### src/rtl/rtc_pkg.sv
// ----------------------------------------------------------------------------
// rtc_pkg: shared types, constants and calendar functions
// Transaction payloads, counter cell control, and the leap year, month
// length, and weekday arithmetic used by the clock and its weekday pipeline.
// ----------------------------------------------------------------------------
package rtc_pkg;

    // widths
    localparam int CELL_W  = 14;
    localparam int YEAR_W  = 14;
    localparam int SUM_W   = 16;

    // cell positions along the carry chain
    localparam int CELL_SEC   = 0;
    localparam int CELL_MIN   = 1;
    localparam int CELL_HOUR  = 2;
    localparam int CELL_DAY   = 3;
    localparam int CELL_MONTH = 4;
    localparam int CELL_YEAR  = 5;
    localparam int NUM_CELLS  = 6;

    // transaction kinds
    localparam logic KIND_TICK = 1'b0;
    localparam logic KIND_SET  = 1'b1;

    // limits
    localparam logic [5:0]        SEC_MAX   = 6'd59;
    localparam logic [5:0]        MIN_MAX   = 6'd59;
    localparam logic [4:0]        HOUR_MAX  = 5'd23;
    localparam logic [3:0]        MONTH_MAX = 4'd12;
    localparam logic [YEAR_W-1:0] MAX_YEAR  = 14'd9999;

    // values after reset: 00:00:00 on 1 January 2000
    localparam logic [CELL_W-1:0] SEC_INIT   = 14'd0;
    localparam logic [CELL_W-1:0] MIN_INIT   = 14'd0;
    localparam logic [CELL_W-1:0] HOUR_INIT  = 14'd0;
    localparam logic [CELL_W-1:0] DAY_INIT   = 14'd1;
    localparam logic [CELL_W-1:0] MONTH_INIT = 14'd1;
    localparam logic [YEAR_W-1:0] YEAR_INIT  = 14'd2000;

    typedef struct packed {
        logic        kind;
        logic [5:0]  set_second;
        logic [5:0]  set_minute;
        logic [4:0]  set_hour;
        logic [4:0]  set_day;
        logic [3:0]  set_month;
        logic [13:0] set_year;
    } rtc_in_t;

    typedef struct packed {
        logic [5:0]  second;
        logic [5:0]  minute;
        logic [4:0]  hour;
        logic [4:0]  day;
        logic [3:0]  month;
        logic [13:0] year;
        logic [2:0]  weekday;
    } rtc_out_t;

    // date and time leaving the counter chain
    typedef struct packed {
        logic [5:0]  second;
        logic [5:0]  minute;
        logic [4:0]  hour;
        logic [4:0]  day;
        logic [3:0]  month;
        logic [13:0] year;
        logic        leap;
    } rtc_snap_t;

    // control of one counter cell
    typedef struct packed {
        logic              step;
        logic              load;
        logic [CELL_W-1:0] load_value;
        logic [CELL_W-1:0] low;
        logic [CELL_W-1:0] high;
        logic [CELL_W-1:0] init;
    } rtc_cell_ctl_t;

    // gregorian leap rule; divisibility by 25 via reciprocal multiply
    function automatic logic is_leap(input logic [YEAR_W-1:0] y);
        logic [26:0] prod;
        logic [9:0]  q;
        logic [13:0] back;
        prod = {13'd0, y} * 27'd5243;
        q    = prod[26:17];
        back = ({4'd0, q} << 4) + ({4'd0, q} << 3) + {4'd0, q};
        return (y[1:0] == 2'd0) && ((back != y) || (y[3:0] == 4'd0));
    endfunction

    // days in a month
    function automatic logic [4:0] month_len(input logic [3:0] m, input logic leap);
        logic [4:0] len;
        unique case (m) inside
            4'd4, 4'd6, 4'd9, 4'd11: len = 5'd30;
            4'd2:                    len = leap ? 5'd29 : 5'd28;
            default:                 len = 5'd31;
        endcase
        return len;
    endfunction

    // days before the month, mod 7
    function automatic logic [2:0] cum_mod7(input logic [3:0] m, input logic leap);
        logic [2:0] base;
        logic [2:0] res;
        unique case (m)
            4'd1:    base = 3'd0;
            4'd2:    base = 3'd3;
            4'd3:    base = 3'd3;
            4'd4:    base = 3'd6;
            4'd5:    base = 3'd1;
            4'd6:    base = 3'd4;
            4'd7:    base = 3'd6;
            4'd8:    base = 3'd2;
            4'd9:    base = 3'd5;
            4'd10:   base = 3'd0;
            4'd11:   base = 3'd3;
            4'd12:   base = 3'd5;
            default: base = 3'd0;
        endcase
        if (leap && (m > 4'd2))
        begin
            res = (base == 3'd6) ? 3'd0 : base + 3'd1;
        end
        else
        begin
            res = base;
        end
        return res;
    endfunction

    // floor(p / 100) for p below 2^14
    function automatic logic [7:0] div100(input logic [YEAR_W-1:0] p);
        logic [27:0] prod;
        prod = {14'd0, p} * 28'd10486;
        return prod[27:20];
    endfunction

    // residue mod 7 by folding octal digits (8 is 1 mod 7)
    function automatic logic [2:0] mod7(input logic [SUM_W-1:0] s);
        logic [5:0] a;
        logic [3:0] t;
        logic [3:0] u;
        a = {3'd0, s[2:0]} + {3'd0, s[5:3]} + {3'd0, s[8:6]} + {3'd0, s[11:9]}
          + {3'd0, s[14:12]} + {5'd0, s[15]};
        t = {1'b0, a[2:0]} + {1'b0, a[5:3]};
        u = {1'b0, t[2:0]} + {3'd0, t[3]};
        return (u == 4'd7) ? 3'd0 : u[2:0];
    endfunction

endpackage

### src/rtl/rtc_if.sv
// ----------------------------------------------------------------------------
// rtc_if: transaction channels of the clock
// Valid/ready channels carrying command and result payloads.
// ----------------------------------------------------------------------------

// command channel
interface rtc_cmd_if;
    logic             valid;
    logic             ready;
    rtc_pkg::rtc_in_t payload;

    modport source (output valid, output payload, input ready);
    modport sink   (input valid, input payload, output ready);
endinterface

// result channel
interface rtc_rsp_if;
    logic              valid;
    logic              ready;
    rtc_pkg::rtc_out_t payload;

    modport source (output valid, output payload, input ready);
    modport sink   (input valid, input payload, output ready);
endinterface

### src/rtl/rtc_cell.sv
// ----------------------------------------------------------------------------
// rtc_cell: one counter cell of the time and date chain
// Holds one field, loads it, or advances it on a carry from its lower
// neighbor, wrapping from its upper bound to its lower bound.
// ----------------------------------------------------------------------------
module rtc_cell (
    input  logic                               clk,
    input  logic                               rst_n,
    input  rtc_pkg::rtc_cell_ctl_t             ctl,
    input  logic                               carry_in,
    output logic                               carry_out,
    output logic [rtc_pkg::CELL_W-1:0]         value
);

    logic [rtc_pkg::CELL_W-1:0] value_reg;
    logic [rtc_pkg::CELL_W-1:0] value_next;
    logic                       at_top;

    // wrap detect and carry to the upper neighbor
    assign at_top    = (value_reg >= ctl.high);
    assign carry_out = carry_in & at_top;
    assign value     = value_reg;

    // load, advance or hold
    always_comb
    begin
        value_next = value_reg;
        if (ctl.load)
        begin
            value_next = ctl.load_value;
        end
        else if (carry_in)
        begin
            value_next = at_top ? ctl.low : rtc_pkg::CELL_W'(value_reg + 1'b1);
        end
    end

    always_ff @(posedge clk or negedge rst_n)
    begin
        if (!rst_n)
        begin
            value_reg <= ctl.init;
        end
        else if (ctl.step)
        begin
            value_reg <= value_next;
        end
    end

endmodule

### src/rtl/rtc_weekday.sv
// ----------------------------------------------------------------------------
// rtc_weekday: weekday pipeline and result register
// Three stages: year quotient, day count sum, residue mod 7 into the
// output register, each with its own valid bit and stall control.
// ----------------------------------------------------------------------------
module rtc_weekday (
    input  logic                clk,
    input  logic                rst_n,
    input  logic                snap_valid,
    output logic                snap_ready,
    input  rtc_pkg::rtc_snap_t  snap,
    rtc_rsp_if.source           rsp
);

    logic                             s2_valid_reg;
    rtc_pkg::rtc_snap_t               s2_snap_reg;
    logic [rtc_pkg::YEAR_W-1:0]       s2_p_reg;
    logic [7:0]                       s2_q100_reg;

    logic                             s3_valid_reg;
    rtc_pkg::rtc_snap_t               s3_snap_reg;
    logic [rtc_pkg::SUM_W-1:0]        s3_sum_reg;

    logic                             out_valid_reg;
    rtc_pkg::rtc_out_t                out_reg;

    logic                             en2;
    logic                             en3;
    logic                             en4;
    logic [rtc_pkg::YEAR_W-1:0]       p_next;
    logic [rtc_pkg::SUM_W-1:0]        sum_next;
    rtc_pkg::rtc_out_t                out_next;

    // stage enables: a stage loads when empty or when its contents move on
    assign en4        = !out_valid_reg || rsp.ready;
    assign en3        = !s3_valid_reg || en4;
    assign en2        = !s2_valid_reg || en3;
    assign snap_ready = en2;

    // years before the current one
    assign p_next = snap.year - 1'b1;

    // day count: p + p/4 - p/100 + p/400 + days before month + day
    assign sum_next = {2'd0, s2_p_reg}
                    + {4'd0, s2_p_reg[rtc_pkg::YEAR_W-1:2]}
                    - {8'd0, s2_q100_reg}
                    + {10'd0, s2_q100_reg[7:2]}
                    + {13'd0, rtc_pkg::cum_mod7(s2_snap_reg.month, s2_snap_reg.leap)}
                    + {11'd0, s2_snap_reg.day};

    // result fields
    always_comb
    begin
        out_next.second  = s3_snap_reg.second;
        out_next.minute  = s3_snap_reg.minute;
        out_next.hour    = s3_snap_reg.hour;
        out_next.day     = s3_snap_reg.day;
        out_next.month   = s3_snap_reg.month;
        out_next.year    = s3_snap_reg.year;
        out_next.weekday = rtc_pkg::mod7(s3_sum_reg);
    end

    // valid bits
    always_ff @(posedge clk or negedge rst_n)
    begin
        if (!rst_n)
        begin
            s2_valid_reg  <= 1'b0;
            s3_valid_reg  <= 1'b0;
            out_valid_reg <= 1'b0;
        end
        else
        begin
            if (en2)
            begin
                s2_valid_reg <= snap_valid;
            end
            if (en3)
            begin
                s3_valid_reg <= s2_valid_reg;
            end
            if (en4)
            begin
                out_valid_reg <= s3_valid_reg;
            end
        end
    end

    // payload stages
    always_ff @(posedge clk)
    begin
        if (en2 && snap_valid)
        begin
            s2_snap_reg <= snap;
            s2_p_reg    <= p_next;
            s2_q100_reg <= rtc_pkg::div100(p_next);
        end
        if (en3 && s2_valid_reg)
        begin
            s3_snap_reg <= s2_snap_reg;
            s3_sum_reg  <= sum_next;
        end
        if (en4 && s3_valid_reg)
        begin
            out_reg <= out_next;
        end
    end

    assign rsp.valid   = out_valid_reg;
    assign rsp.payload = out_reg;

endmodule

### src/rtl/calendar_clock_with_weekday.sv
// ----------------------------------------------------------------------------
// calendar_clock_with_weekday: real-time clock and gregorian calendar
// Tick and set transactions drive a chain of counter cells; every
// transaction returns the date, time and weekday after it.
// ----------------------------------------------------------------------------
// The block takes one transaction per clock cycle unless the weekday pipeline
// stalls it, and returns one result for each, in order. An accepted
// transaction is first registered in the counter cells, and its result waits
// in the output register until the result side takes it. The carry ripples
// through six counter cells (seconds, minutes, hours, day, month, year) in the
// accepting cycle; the weekday is then worked out in a three-stage pipeline
// (year quotient, day count, mod 7) ending in the output register. A set
// transaction saturates out-of-range fields and clamps the day to the month's
// length. The year wraps from 9999 to 1. After reset the clock reads 00:00:00
// on Saturday, 1 January 2000.
module calendar_clock_with_weekday (
    input  logic        clk,
    input  logic        rst_n,
    rtc_cmd_if.sink     cmd,
    rtc_rsp_if.source   rsp
);

    rtc_pkg::rtc_cell_ctl_t           cell_ctl [rtc_pkg::NUM_CELLS];
    logic [rtc_pkg::CELL_W-1:0]       cell_val [rtc_pkg::NUM_CELLS];
    logic [rtc_pkg::NUM_CELLS:0]      carry;

    logic                             accept;
    logic                             kind_set;
    logic                             s1_valid_reg;
    logic                             leap_reg;
    logic                             leap_next;
    logic                             snap_ready;
    rtc_pkg::rtc_snap_t               snap;

    logic [5:0]                       set_sec_c;
    logic [5:0]                       set_min_c;
    logic [4:0]                       set_hour_c;
    logic [3:0]                       set_month_c;
    logic [rtc_pkg::YEAR_W-1:0]       set_year_c;
    logic [4:0]                       set_day_c;
    logic [4:0]                       set_len;
    logic                             leap_set;
    logic [rtc_pkg::YEAR_W-1:0]       year_inc;

    assign accept   = cmd.valid && cmd.ready;
    assign kind_set = (cmd.payload.kind == rtc_pkg::KIND_SET);
    assign cmd.ready = !s1_valid_reg || snap_ready;

    // saturate the loaded fields
    always_comb
    begin
        set_sec_c   = (cmd.payload.set_second > rtc_pkg::SEC_MAX) ? rtc_pkg::SEC_MAX
                                                                  : cmd.payload.set_second;
        set_min_c   = (cmd.payload.set_minute > rtc_pkg::MIN_MAX) ? rtc_pkg::MIN_MAX
                                                                  : cmd.payload.set_minute;
        set_hour_c  = (cmd.payload.set_hour > rtc_pkg::HOUR_MAX) ? rtc_pkg::HOUR_MAX
                                                                 : cmd.payload.set_hour;
        if (cmd.payload.set_month == 4'd0)
        begin
            set_month_c = 4'd1;
        end
        else if (cmd.payload.set_month > rtc_pkg::MONTH_MAX)
        begin
            set_month_c = rtc_pkg::MONTH_MAX;
        end
        else
        begin
            set_month_c = cmd.payload.set_month;
        end
        if (cmd.payload.set_year == '0)
        begin
            set_year_c = rtc_pkg::YEAR_W'(1);
        end
        else if (cmd.payload.set_year > rtc_pkg::MAX_YEAR)
        begin
            set_year_c = rtc_pkg::MAX_YEAR;
        end
        else
        begin
            set_year_c = cmd.payload.set_year;
        end
    end

    // clamp the loaded day to the loaded month
    assign leap_set = rtc_pkg::is_leap(set_year_c);
    assign set_len  = rtc_pkg::month_len(set_month_c, leap_set);
    always_comb
    begin
        if (cmd.payload.set_day == 5'd0)
        begin
            set_day_c = 5'd1;
        end
        else if (cmd.payload.set_day > set_len)
        begin
            set_day_c = set_len;
        end
        else
        begin
            set_day_c = cmd.payload.set_day;
        end
    end

    // cell control along the chain
    always_comb
    begin
        for (int i = 0; i < rtc_pkg::NUM_CELLS; i++)
        begin
            cell_ctl[i].step = accept;
            cell_ctl[i].load = kind_set;
        end
        cell_ctl[rtc_pkg::CELL_SEC].load_value   = {8'd0, set_sec_c};
        cell_ctl[rtc_pkg::CELL_SEC].low          = '0;
        cell_ctl[rtc_pkg::CELL_SEC].high         = {8'd0, rtc_pkg::SEC_MAX};
        cell_ctl[rtc_pkg::CELL_SEC].init         = rtc_pkg::SEC_INIT;

        cell_ctl[rtc_pkg::CELL_MIN].load_value   = {8'd0, set_min_c};
        cell_ctl[rtc_pkg::CELL_MIN].low          = '0;
        cell_ctl[rtc_pkg::CELL_MIN].high         = {8'd0, rtc_pkg::MIN_MAX};
        cell_ctl[rtc_pkg::CELL_MIN].init         = rtc_pkg::MIN_INIT;

        cell_ctl[rtc_pkg::CELL_HOUR].load_value  = {9'd0, set_hour_c};
        cell_ctl[rtc_pkg::CELL_HOUR].low         = '0;
        cell_ctl[rtc_pkg::CELL_HOUR].high        = {9'd0, rtc_pkg::HOUR_MAX};
        cell_ctl[rtc_pkg::CELL_HOUR].init        = rtc_pkg::HOUR_INIT;

        cell_ctl[rtc_pkg::CELL_DAY].load_value   = {9'd0, set_day_c};
        cell_ctl[rtc_pkg::CELL_DAY].low          = rtc_pkg::CELL_W'(1);
        cell_ctl[rtc_pkg::CELL_DAY].high         =
            {9'd0, rtc_pkg::month_len(cell_val[rtc_pkg::CELL_MONTH][3:0], leap_reg)};
        cell_ctl[rtc_pkg::CELL_DAY].init         = rtc_pkg::DAY_INIT;

        cell_ctl[rtc_pkg::CELL_MONTH].load_value = {10'd0, set_month_c};
        cell_ctl[rtc_pkg::CELL_MONTH].low        = rtc_pkg::CELL_W'(1);
        cell_ctl[rtc_pkg::CELL_MONTH].high       = {10'd0, rtc_pkg::MONTH_MAX};
        cell_ctl[rtc_pkg::CELL_MONTH].init       = rtc_pkg::MONTH_INIT;

        cell_ctl[rtc_pkg::CELL_YEAR].load_value  = set_year_c;
        cell_ctl[rtc_pkg::CELL_YEAR].low         = rtc_pkg::CELL_W'(1);
        cell_ctl[rtc_pkg::CELL_YEAR].high        = rtc_pkg::MAX_YEAR;
        cell_ctl[rtc_pkg::CELL_YEAR].init        = rtc_pkg::YEAR_INIT;
    end

    // a tick enters the chain at the seconds cell
    assign carry[0] = !kind_set;

    // counter cell chain
    for (genvar g = 0; g < rtc_pkg::NUM_CELLS; g++)
    begin : g_cell
        rtc_cell u_cell (
            .clk       (clk),
            .rst_n     (rst_n),
            .ctl       (cell_ctl[g]),
            .carry_in  (carry[g]),
            .carry_out (carry[g+1]),
            .value     (cell_val[g])
        );
    end

    // leap flag follows the year cell
    assign year_inc = carry[rtc_pkg::NUM_CELLS] ? rtc_pkg::YEAR_W'(1)
                    : rtc_pkg::YEAR_W'(cell_val[rtc_pkg::CELL_YEAR] + 1'b1);
    always_comb
    begin
        if (kind_set)
        begin
            leap_next = leap_set;
        end
        else if (carry[rtc_pkg::CELL_YEAR])
        begin
            leap_next = rtc_pkg::is_leap(year_inc);
        end
        else
        begin
            leap_next = leap_reg;
        end
    end

    always_ff @(posedge clk or negedge rst_n)
    begin
        if (!rst_n)
        begin
            leap_reg     <= rtc_pkg::is_leap(rtc_pkg::YEAR_INIT);
            s1_valid_reg <= 1'b0;
        end
        else
        begin
            if (accept)
            begin
                leap_reg     <= leap_next;
                s1_valid_reg <= 1'b1;
            end
            else if (snap_ready)
            begin
                s1_valid_reg <= 1'b0;
            end
        end
    end

    // current state handed to the weekday pipeline
    always_comb
    begin
        snap.second = cell_val[rtc_pkg::CELL_SEC][5:0];
        snap.minute = cell_val[rtc_pkg::CELL_MIN][5:0];
        snap.hour   = cell_val[rtc_pkg::CELL_HOUR][4:0];
        snap.day    = cell_val[rtc_pkg::CELL_DAY][4:0];
        snap.month  = cell_val[rtc_pkg::CELL_MONTH][3:0];
        snap.year   = cell_val[rtc_pkg::CELL_YEAR];
        snap.leap   = leap_reg;
    end

    rtc_weekday u_weekday (
        .clk        (clk),
        .rst_n      (rst_n),
        .snap_valid (s1_valid_reg),
        .snap_ready (snap_ready),
        .snap       (snap),
        .rsp        (rsp)
    );

    // leap flag always matches the stored year
    a_leap_consistent: assert property (@(posedge clk) disable iff (!rst_n)
        leap_reg == rtc_pkg::is_leap(cell_val[rtc_pkg::CELL_YEAR]))
        else $error("leap flag out of step with year");

    // day never beyond the month's length
    a_day_in_month: assert property (@(posedge clk) disable iff (!rst_n)
        (cell_val[rtc_pkg::CELL_DAY][4:0] <=
         rtc_pkg::month_len(cell_val[rtc_pkg::CELL_MONTH][3:0], leap_reg)) &&
        (cell_val[rtc_pkg::CELL_DAY] != '0))
        else $error("day outside month");

    // a tick advances seconds by one or wraps them
    a_tick_second: assert property (@(posedge clk) disable iff (!rst_n)
        (accept && !kind_set) |=>
        (cell_val[rtc_pkg::CELL_SEC] ==
         rtc_pkg::CELL_W'($past(cell_val[rtc_pkg::CELL_SEC]) + 1'b1)) ||
        (cell_val[rtc_pkg::CELL_SEC] == '0))
        else $error("tick did not advance seconds");

endmodule
### src/flat_wrapper.sv
// flat-port wrapper written by rule: the top's interface ports become plain ports
module calendar_clock_with_weekday_flat 
  (clk, rst_n, cmd_valid, cmd_payload, cmd_ready, rsp_valid, rsp_payload, rsp_ready);
  rtc_cmd_if cmd_i ();
  rtc_rsp_if rsp_i ();
  input  logic clk;
  input  logic rst_n;
  input wire logic [$bits(cmd_i.valid)-1:0] cmd_valid;
  input wire logic [$bits(cmd_i.payload)-1:0] cmd_payload;
  output wire logic [$bits(cmd_i.ready)-1:0] cmd_ready;
  output wire logic [$bits(rsp_i.valid)-1:0] rsp_valid;
  output wire logic [$bits(rsp_i.payload)-1:0] rsp_payload;
  input wire logic [$bits(rsp_i.ready)-1:0] rsp_ready;
  assign cmd_i.valid = cmd_valid;
  assign cmd_i.payload = cmd_payload;
  assign cmd_ready = cmd_i.ready;
  assign rsp_valid = rsp_i.valid;
  assign rsp_payload = rsp_i.payload;
  assign rsp_i.ready = rsp_ready;
  calendar_clock_with_weekday u_core (.clk(clk), .rst_n(rst_n), .cmd(cmd_i), .rsp(rsp_i));
endmodule
### config.mk
export PLATFORM = sky130hd
export DESIGN_NAME = calendar_clock_with_weekday_flat
export DESIGN_NICKNAME = d
export VERILOG_FILES = /design/src/rtl/rtc_pkg.sv /design/src/rtl/rtc_if.sv /design/src/rtl/rtc_cell.sv /design/src/rtl/rtc_weekday.sv /design/src/rtl/calendar_clock_with_weekday.sv /design/src/flat_wrapper.sv
export SDC_FILE = /design/constraint.sdc
export NUM_CORES = 1
export LEC_CHECK = 0
export ABC_AREA = 1
export BUFFER_PORTS_ARGS = -buffer_cell sky130_fd_sc_hd__buf_4
export CAP_MARGIN = 20
export CORE_UTILIZATION = 53
export CTS_BUF_LIST = sky130_fd_sc_hd__clkbuf_8 sky130_fd_sc_hd__clkbuf_16
export CTS_CLUSTER_SIZE = 8
export DETAILED_ROUTE_END_ITERATION = 7
export GPL_ROUTABILITY_DRIVEN = 0
export PLACE_DENSITY = 0.75
export SKIP_CTS_REPAIR_TIMING = 1
export SYNTH_ARGS = -nofsm -noshare
export SYNTH_HDL_FRONTEND = slang
export SYNTH_SLANG_ARGS = --single-unit
### constraint.sdc
create_clock -name clk -period 17.7 [get_ports clk]
set_input_delay 0.885 -clock clk [delete_from_list [all_inputs] [get_ports clk]]
set_output_delay 0.885 -clock clk [all_outputs]
set_load 0.05 [all_outputs]
# After elaboration in Yosys (flattened, before gate mapping)
# Memory sizes are Yosys's and may differ from the RTL's. A register that Yosys moved wholly into a read port is not among the register bits.
# Cells that the tools add are included.
[totals]
register_bits = 251
rom_bits = 48
inputBits = 45
out_inout_bits = 45
word_cells = 171
memories = 1
[classes]
n_addsub = 24
n_mul = 3
magnitude_cmp = 13
n_eq_ne = 14
n_mux = 38
bitwise_logic = 6
reduce_logical = 38
[mem_list]
columns = ["memory", "depth", "width", "read_ports", "rd_ports_with_merged_regs", "write_ports", "line", "rtl"]
rows = [
  ["(name not given)", 16, 3, 1, 1, 0, "rtc_pkg.sv:108", "unique case (m)"],
]
[ops]
columns = ["cell", "n"]
rows = [
  ["2-to-1 mux 14 bit", 20],
  ["adder 14 x 1 -> 14 bit (second input constant)", 6],
  ["multiplier 14 x 13 -> 27 bit (second input constant)", 3],
  ["adder 14 x 10 -> 14 bit", 2],
  ["adder 14 x 13 -> 14 bit", 2],
  [">= comparator 14 x 6 -> 1 bit (second input constant)", 2],
  ["!= test 14 bit", 2],
  ["equality test 4 x 3 -> 1 bit (second input constant)", 5],
  ["one-hot mux 5 bit (2 select lines)", 2],
  ["adder 16 x 3 -> 16 bit", 1],
  ["adder 16 x 5 -> 16 bit", 1],
  ["adder 16 x 6 -> 16 bit", 1],
  ["equality test 4 bit (second input constant)", 4],
  ["subtractor 15 x 8 -> 16 bit", 1],
  ["adder 14 x 12 -> 15 bit", 1],
  ["2-to-1 mux 5 bit", 3],
  [">= comparator 14 bit (second input constant)", 1],
  [">= comparator 14 x 4 -> 1 bit (second input constant)", 1],
  [">= comparator 14 x 5 -> 1 bit", 1],
  [">= comparator 14 x 5 -> 1 bit (second input constant)", 1],
  ["greater-than comparator 14 bit (second input constant)", 1],
  ["zero test 14 bit", 1],
  ["subtractor 14 x 1 -> 14 bit (second input constant)", 1],
  ["greater-than comparator 6 bit (second input constant)", 2],
  ["other kinds (27)", 71],
]

# Logic depth before layout (Yosys ltp)
# Gate-level depths: netlist of the first run.
[depth]
ltp_word = 16
depth_mapped = 61

# Worst setup path before layout of the first run
# No wires, ideal clock.
[synth_timing]
path_type = "input to register"
start = "input port cmd_payload[4]"
end = "register u_core.g_cell[3].u_cell.value_reg, in the netlist u_core.g_cell[3].u_cell.value[0]"
t_arrival_ns = 8.782
t_required_ns = 17.624
path_slack_ns = 8.843
stages = 51
path_buffers = 1
cell_sequence = "nor2_1 > nand2_1 > nand3_1 > o21ai_1 > nand2_1 > buf_2 > nand2_1 > inv_1 > fa_1 > ha_1 > inv_1 > fa_1 > inv_1 > fa_1 > inv_1 > fa_1 > inv_1 > ha_1 > (+15 left out) > nand2_1 > a21o_1 > nand2_1 > nand2_1 > nand2_1 > nand3_1 > nand3_1 > nor2_1 > nand3_1 > nand2_1 > a21boi_0 > ha_1 > a211oi_1 > nor2_1 > a211oi_1 > nand2_1 > nand2_1 > nand2_1"
[synth_between]
elab_chain_len = 15
elab_cells_between_ends = 18
[synth_lines]
columns = ["element", "line", "rtl"]
rows = [
  ["start, declared", "flat_wrapper.sv:9", "input wire logic [$bits(cmd_i.payload)-1:0] cmd_payload;"],
  ["greater-than comparator 14 bit", "calendar_clock_with_weekday.sv:74", "else if (cmd.payload.set_year > rtc_pkg::MAX_YEAR)"],
  ["2-to-1 mux 14 bit", "calendar_clock_with_weekday.sv:74", ""],
  ["2-to-1 mux 14 bit (*)", "calendar_clock_with_weekday.sv:70", "if (cmd.payload.set_year == '0)"],
  ["multiplier 14 x 13 -> 27 bit", "rtc_pkg.sv:87", "prod = {13'd0, y} * 27'd5243;"],
  ["adder 14 x 13 -> 14 bit", "rtc_pkg.sv:89", "back = ({4'd0, q} << 4) + ({4'd0, q} << 3) + {4'd0, q};"],
  ["adder 14 x 10 -> 14 bit", "rtc_pkg.sv:89", ""],
  ["!= test 14 bit", "rtc_pkg.sv:90", "return (y[1:0] == 2'd0) && ((back != y) || (y[3:0] == 4'd0));"],
  ["logical OR 1 bit", "rtc_pkg.sv:90", ""],
  ["logical AND 1 bit (*)", "rtc_pkg.sv:90", ""],
  ["2-to-1 mux 1 bit (*)", "rtc_pkg.sv:98", "4'd2: len = leap ? 5'd29 : 5'd28;"],
  ["one-hot mux 5 bit (2 select lines) (*)", "rtc_pkg.sv:96", "unique case (m) inside"],
  ["greater-than comparator 5 bit", "calendar_clock_with_weekday.sv:93", "else if (cmd.payload.set_day > set_len)"],
  ["2-to-1 mux 5 bit (*)", "calendar_clock_with_weekday.sv:93", ""],
  ["2-to-1 mux 5 bit (*)", "calendar_clock_with_weekday.sv:89", "if (cmd.payload.set_day == 5'd0)"],
  ["2-to-1 mux 14 bit (*)", "rtc_cell.sv:28", "if (ctl.load)"],
  ["end signal, assigned", "rtc_cell.sv:42", "value_reg <= ctl.init;"],
  ["end signal, assigned", "rtc_cell.sv:46", "value_reg <= value_next;"],
  ["end, declared", "rtc_cell.sv:15", "logic [rtc_pkg::CELL_W-1:0] value_reg;"],
]
# Mark *: on every way between the ends. The rest lies on a longest branch, timed or not.
# A chain may end at the register's enable or synchronous reset.

# Final worst setup path of the first run
# Same ends and word-level chain as after synthesis.

==> impl_metrics.toml, run 1 <==
[status]
outcome = "finished clean"

[timing]
worst_pin_slew_ns = 0.937
fin_worst_skew_ns = 0.0203
drv_slew = 0
finalSetupTns_ns = 0
rsz0062_at_grt = "false"
fin_crit_sh = 0.566
relSlewSlack = 0.369
hold_viol_final = 0
finalCriticalPeriod_ns = 10.02
max_freq_mhz = 99.8
setup_violations = 0

[route]
drt_iter0_drc = 1428
vias = 17451
drtPass1Iterations = 8
drc_errors = 0
wl_per_cell_um = 15.8
final_antenna_net_count = 0
routed_wl_um = 52200
viasPerCell = 5.27

[cts]
clock-sinks = 254
clk_pin_slew_worst_paths_ns = 0.05
cts_tree = "yes"
cts_inserted_buffers = 37
root_buffer = "clkbuf_16"
h-tree-depth = 2
clk_latency_ns = 0.53
cts_buffer_depth = 3

[final_layout]
fill_cells = 3724
fin_cells = 3313
multiInputGateArea_um2 = 14800
regArea_um2 = 7160
synthToLayoutAreaGrowth_pct = 10.4
final_common_cell = "inv_1"
largest_register_ffs = 84
fin_nets = 3324
drive_gt1_frac = 0.0741
antenna_cells = 0
postLayoutCellArea_um2 = 26800
mostFrequentLayoutCells = "inv_1, ha_1, nand2_1"

[floorplanning]
dieArea_um2 = 46700
core_area_um2 = 45300
die_h_um = 216
io_pins = 90
fp-row-count = 78
start_util = 0.536
die_x_um = 216

[synthesis]
synthFlopType = "edfxtp_1"
yosys_warnings = 0
synth-seq-cells = 254
syn-instance-count = 2568
avgSynthCellArea_um2 = 9.46
yosysSeqAreaShare = 0.295
synth-edff-count = 162
synth_cell_types = 63
netlist_area_um2 = 24300
async_reset_ff_frac = 0.350
synthesis.nets = 3206

[critical_path]
worst_setup_path_start_kind = "input port"
crit_path_max_incr_delay_ns = 0.57
crit_top_cell = "nand2_1"
crit_path_end_kind = "flip-flop"
slowest_stage = "fa_1"
cp_data_required_time_ns = 18.15
crit_arrival_ns = 10.47
reg2reg_slack_ns = 7.94
path_max_fanout = 12
crit_type = "input port to flip-flop"

[run]
cap_violations = 0

[global_route]
grt_antenna_before_repair = 0
grt_max_degree = 86
grt_pass1_wl_um = 88700
grt_pass1_vias = 18318
grt.total_usage = 0.234
grt_overflow_total = 0

[placed_design]
placedCellCount = 3246
port_buffers = 89
placed_area_um2 = 25700
dp_hpwl_um = 43300

[worst_hold_path]
hp-class = "input port to async pin"
## cell usage after synthesis, types with 4 or more instances
master | n | area [µm²]
o21ai_1 | 8 | 40.0
edfxtp_1 | 162 | 4860
xor2_1 | 75 | 657
o21ai_0 | 96 | 480
clkbuf_1 | 8 | 30.0
dfrtp_1 | 80 | 2000
dfstp_2 | 9 | 236
a21o_1 | 9 | 67.6
nor2_1 | 203 | 762
nand3_1 | 72 | 360
a22oi_1 | 10 | 75.1
inv_2 | 12 | 45.0
o21bai_1 | 23 | 173
ha_1 | 373 | 4670
nand2_2 | 14 | 87.6
o22ai_1 | 12 | 75.1
and2_1 | 5 | 31.3
xnor2_1 | 28 | 245
nor4_1 | 7 | 43.8
nand4_1 | 22 | 138
nor2_4 | 7 | 78.8
a31oi_1 | 9 | 56.3
o211ai_1 | 4 | 30.0
a21oi_1 | 102 | 510
buf_2 | 5 | 25.0
nand2_1 | 321 | 1200
o21a_1 | 5 | 37.5
inv_1 | 595 | 2230
fa_1 | 220 | 4400
nor3_1 | 15 | 75.1
a211oi_1 | 6 | 45.0
## final timing paths
kind	startpoint	endpoint	depth (start not counted)
max in group asynchronous	rst_n	u_core.g_cell[5].u_cell.value[9]$_DFFE_PN1P_	3
min	rst_n	u_core.s1_valid_reg$_DFFE_PN0P_	1
min in group clk	u_core.u_weekday.s2_snap_reg[4]$_DFFE_PP_	u_core.u_weekday.out_next[6]$_DFFE_PP_	0
max reg2reg	u_core.g_cell[4].u_cell.value[0]$_DFFE_PN1P_	u_core.leap_reg$_DFFE_PN1P_	48
min reg2reg	u_core.u_weekday.s2_snap_reg[4]$_DFFE_PP_	u_core.u_weekday.out_next[6]$_DFFE_PP_	0
max	cmd_payload[4]	u_core.g_cell[3].u_cell.value[0]$_DFFE_PN1P_	60
## metal layers
| metal | track usage | part of all wire | vias to the layer above |
|---|---|---|---|
| met2 | 0.407 | 0.49 | 546 |
| met5 | 0 | 0 | - |
| met3 | 0.0365 | 0.058 | 113 |
| met4 | 0.0620 | 0.024 | 0 |
| met1 | 0.303 | 0.42 | 8344 |
| li1 | - | - | 8448 |
## logic make-up (layout without fill, tap and decap cells)
kind of cell | after synthesis | after routing | share of synthesized area
flops | 254 | 254 | 0.295
other cells | 1 | 1 | 0.000154
compound gates | 305 | 305 | 0.0737
buf+inv | 626 | 771 | 0.0980
fa+ha+maj | 593 | 593 | 0.373
simple gates | 684 | 684 | 0.121
xor+xnor | 105 | 105 | 0.0390
## final cells by class
type                            instances  area share
Clock buffer                           38      0.0350
Clock inverter                         28     0.00597
Inverter                              608      0.0851
Multi-Input combinational cell       1688       0.550
Sequential cell                       254       0.267
Tap cell                              600      0.0280
Timing Repair Buffer                   97      0.0286
## critical path: cells and delay by family
family | cells | cell delay, ns
fa+ha+maj | 9 | 3.44
xor+xnor | 1 | 0.29
buf+inv | 8 | 0.69
compound gates | 12 | 1.94
simple gates | 30 | 3.22
## through the flow
step	hold slack (ns)	setup WS (ns)	utilization
2_1_floorplan	0.400	8.84	-
3_3_place_gp	0.401	7.80	0.567
3_5_place_dp	0.405	7.34	0.567
4_1_cts	0.148	7.88	0.592
5_1_grt	0.146	6.81	0.592
6_report	0.160	7.68	0.592
Power of run 1 is not shown: default switching activity piles up to over one toggle a cycle in this logic, so the estimate is an artifact.
==> run 2, diff against run 1 <==
ABC_AREA = 0   (was 1)
PLACE_DENSITY = 0.78   (was 0.75)
clock period = 8.2 ns   (was 17.7 ns; I/O delays follow)
==> impl_metrics.toml, run 2 <==
[floorplanning]
die_h_um = 215
die_x_um = 215
io_pins = 90
start_util = 0.539
fp-row-count = 77
core_area_um2 = 44400
dieArea_um2 = 46000

[placed_design]
placedCellCount = 3272
placed_area_um2 = 28100
place_ws_ns = -1.65
dp_hpwl_um = 47300
port_buffers = 89

[synthesis]
yosys_warnings = 0
synthFlopType = "edfxtp_1"
synth_common_cells = "inv_1, ha_1, fa_1"
synth.area.top_cells = "edfxtp_1, ha_1, fa_1"
yosysSeqAreaShare = 0.299
async_reset_ff_frac = 0.350
synth_most_common_cell = "inv_1"
netlist_area_um2 = 23900
yosys.area.top_type = "edfxtp_1"
avgSynthCellArea_um2 = 10.5
synth_cell_types = 78
synthesis.nets = 2927
synth-seq-cells = 254
syn-instance-count = 2289
synth_top_area_share = 0.203
synth-edff-count = 162

[cts]
clk_pin_slew_worst_paths_ns = 0.05
cts_buffer_depth = 3
cts_tree = "yes"
root_buffer = "clkbuf_16"
h-tree-depth = 2
clk_latency_ns = 0.53
cts_inserted_buffers = 37
clock-sinks = 254

[global_route]
grt_antenna_before_repair = 1
grt_overflow_total = 0
grt_pass1_wl_um = 97500
grt_pass1_vias = 19748
grt_max_degree = 66
grt.total_usage = 0.261

[final_layout]
postLayoutCellArea_um2 = 30000
fin_nets = 3386
mostFrequentLayoutCells = "buf_4, inv_1, ha_1"
multiInputGateArea_um2 = 15700
synthToLayoutAreaGrowth_pct = 25.3
drive_gt1_frac = 0.242
final_util = 0.675
final_common_cell = "buf_4"
regArea_um2 = 7160
largest_register_ffs = 84
fill_cells = 3010
fin_cells = 3370

[timing]
drv_slew = 0
rsz0062_at_grt = "true"
fin_crit_sh = 1.17
max_freq_mhz = 104
relSlewSlack = 0.273
setup_violations = 3
worst_pin_slew_ns = 1.09
setup_ws_ns = -1.42
finalCriticalPeriod_ns = 9.62
fin_worst_skew_ns = 0.0297
hold_viol_final = 0

[route]
final_antenna_net_count = 0
drt_iter0_drc = 1488
viasPerCell = 5.59
drc_errors = 0
vias = 18832
wl_per_cell_um = 18.4
routed_wl_um = 62000
drtPass1Iterations = 6

[critical_path]
path_max_fanout = 8
crit_type = "flip-flop to flip-flop"
crit_path_max_incr_delay_ns = 0.60
worst_setup_path_start_kind = "flip-flop"
slowest_stage = "dfstp_2"
crit_top_cell = "inv_1"
crit_arrival_ns = 10.06
crit_path_end_kind = "flip-flop"
cp_data_required_time_ns = 8.64

[worst_hold_path]
hp-class = "input port to flip-flop"

[run]
cap_violations = 0

[status]
violations = "negative setup slack"
outcome = "finished with violations"
run 2: changes by cell type in the layout (fill, tap and decap cells not counted), sizes merged, moves of 27 or more:
| cell | change |
|---|---|
| xor2 | -31 |
| nand2 | -246 |
| nor2 | -44 |
| o21ai | -28 |
| buf | +367 |
| inv | -178 |
| and3 | +27 |
| xnor2 | +70 |
| nand3 | -37 |
run 2: worst paths after layout:
path | from | end | slack (ns) | cells after the start
max | u_core.g_cell[4].u_cell.value[0]$_DFFE_PN1P_ | u_core.leap_reg$_DFFE_PN1P_ | -1.42 | 50
min | cmd_valid | u_core.s1_valid_reg$_DFFE_PN0P_ | 0.11 | 2
max reg2reg | u_core.g_cell[4].u_cell.value[0]$_DFFE_PN1P_ | u_core.leap_reg$_DFFE_PN1P_ | -1.42 | 50
min reg2reg | u_core.u_weekday.out_next[17]$_DFFE_PP_ | u_core.u_weekday.rsp.payload[17]$_DFFE_PP_ | 0.40 | 0
max in group asynchronous | rst_n | u_core.g_cell[4].u_cell.value[1]$_DFFE_PN0P_ | 6.65 | 3
min in group asynchronous | rst_n | u_core.g_cell[1].u_cell.value[4]$_DFFE_PN0P_ | 0.36 | 2
run 2: per-layer routing:
| layer | routed length (µm) | vias to the layer above | global-route usage |
|---|---|---|---|
| li1 | - | 8609 | - |
| met1 | 24000 | 9299 | 0.323 |
| met2 | 32300 | 755 | 0.477 |
| met3 | 3810 | 169 | 0.0312 |
| met4 | 1900 | 0 | 0.0717 |
| met5 | 0 | - | 0 |
run 2: final cells by class:
cell class,instances,share of cell area
clock inverter,29,0.00467
clock buffer,39,0.0322
timing repair buffer,467,0.120
antenna,1,0.0000835
tap,592,0.0247
sequential,254,0.239
inverter,427,0.0537
multi-input combinational,1561,0.525
run 2: critical path: cells and delay by family (launching register included):
kind                     cells  cell delay [ns]
adder cells (fa/ha/maj)     10             3.26
AO/OA/AOI/OAI               18             3.17
AND/OR/NAND/NOR             10             1.12
buffers and inverters       10             1.04
flip-flops                   1             0.60
XOR/XNOR                     2             0.33
run 2: cell families after synthesis:
logic type | share of synthesized area
fa+ha+maj | 0.380
simple gates | 0.0993
buf+inv | 0.0760
compound gates | 0.0911
flops | 0.299
xor+xnor | 0.0526
mux | 0.00167
other cells | 0.000157
run 2: stage by stage:
stage | TNS, ns | hold WS (ns)
global placement | -4.04 | 0.332
CTS | -4.01 | -0.202
global route | -4.48 | 0.115
finish | -3.22 | 0.114
detailed placement | -4.89 | 0.341
floorplan | -1.61 | 0.114
Power of run 2 is left out for the same reason.
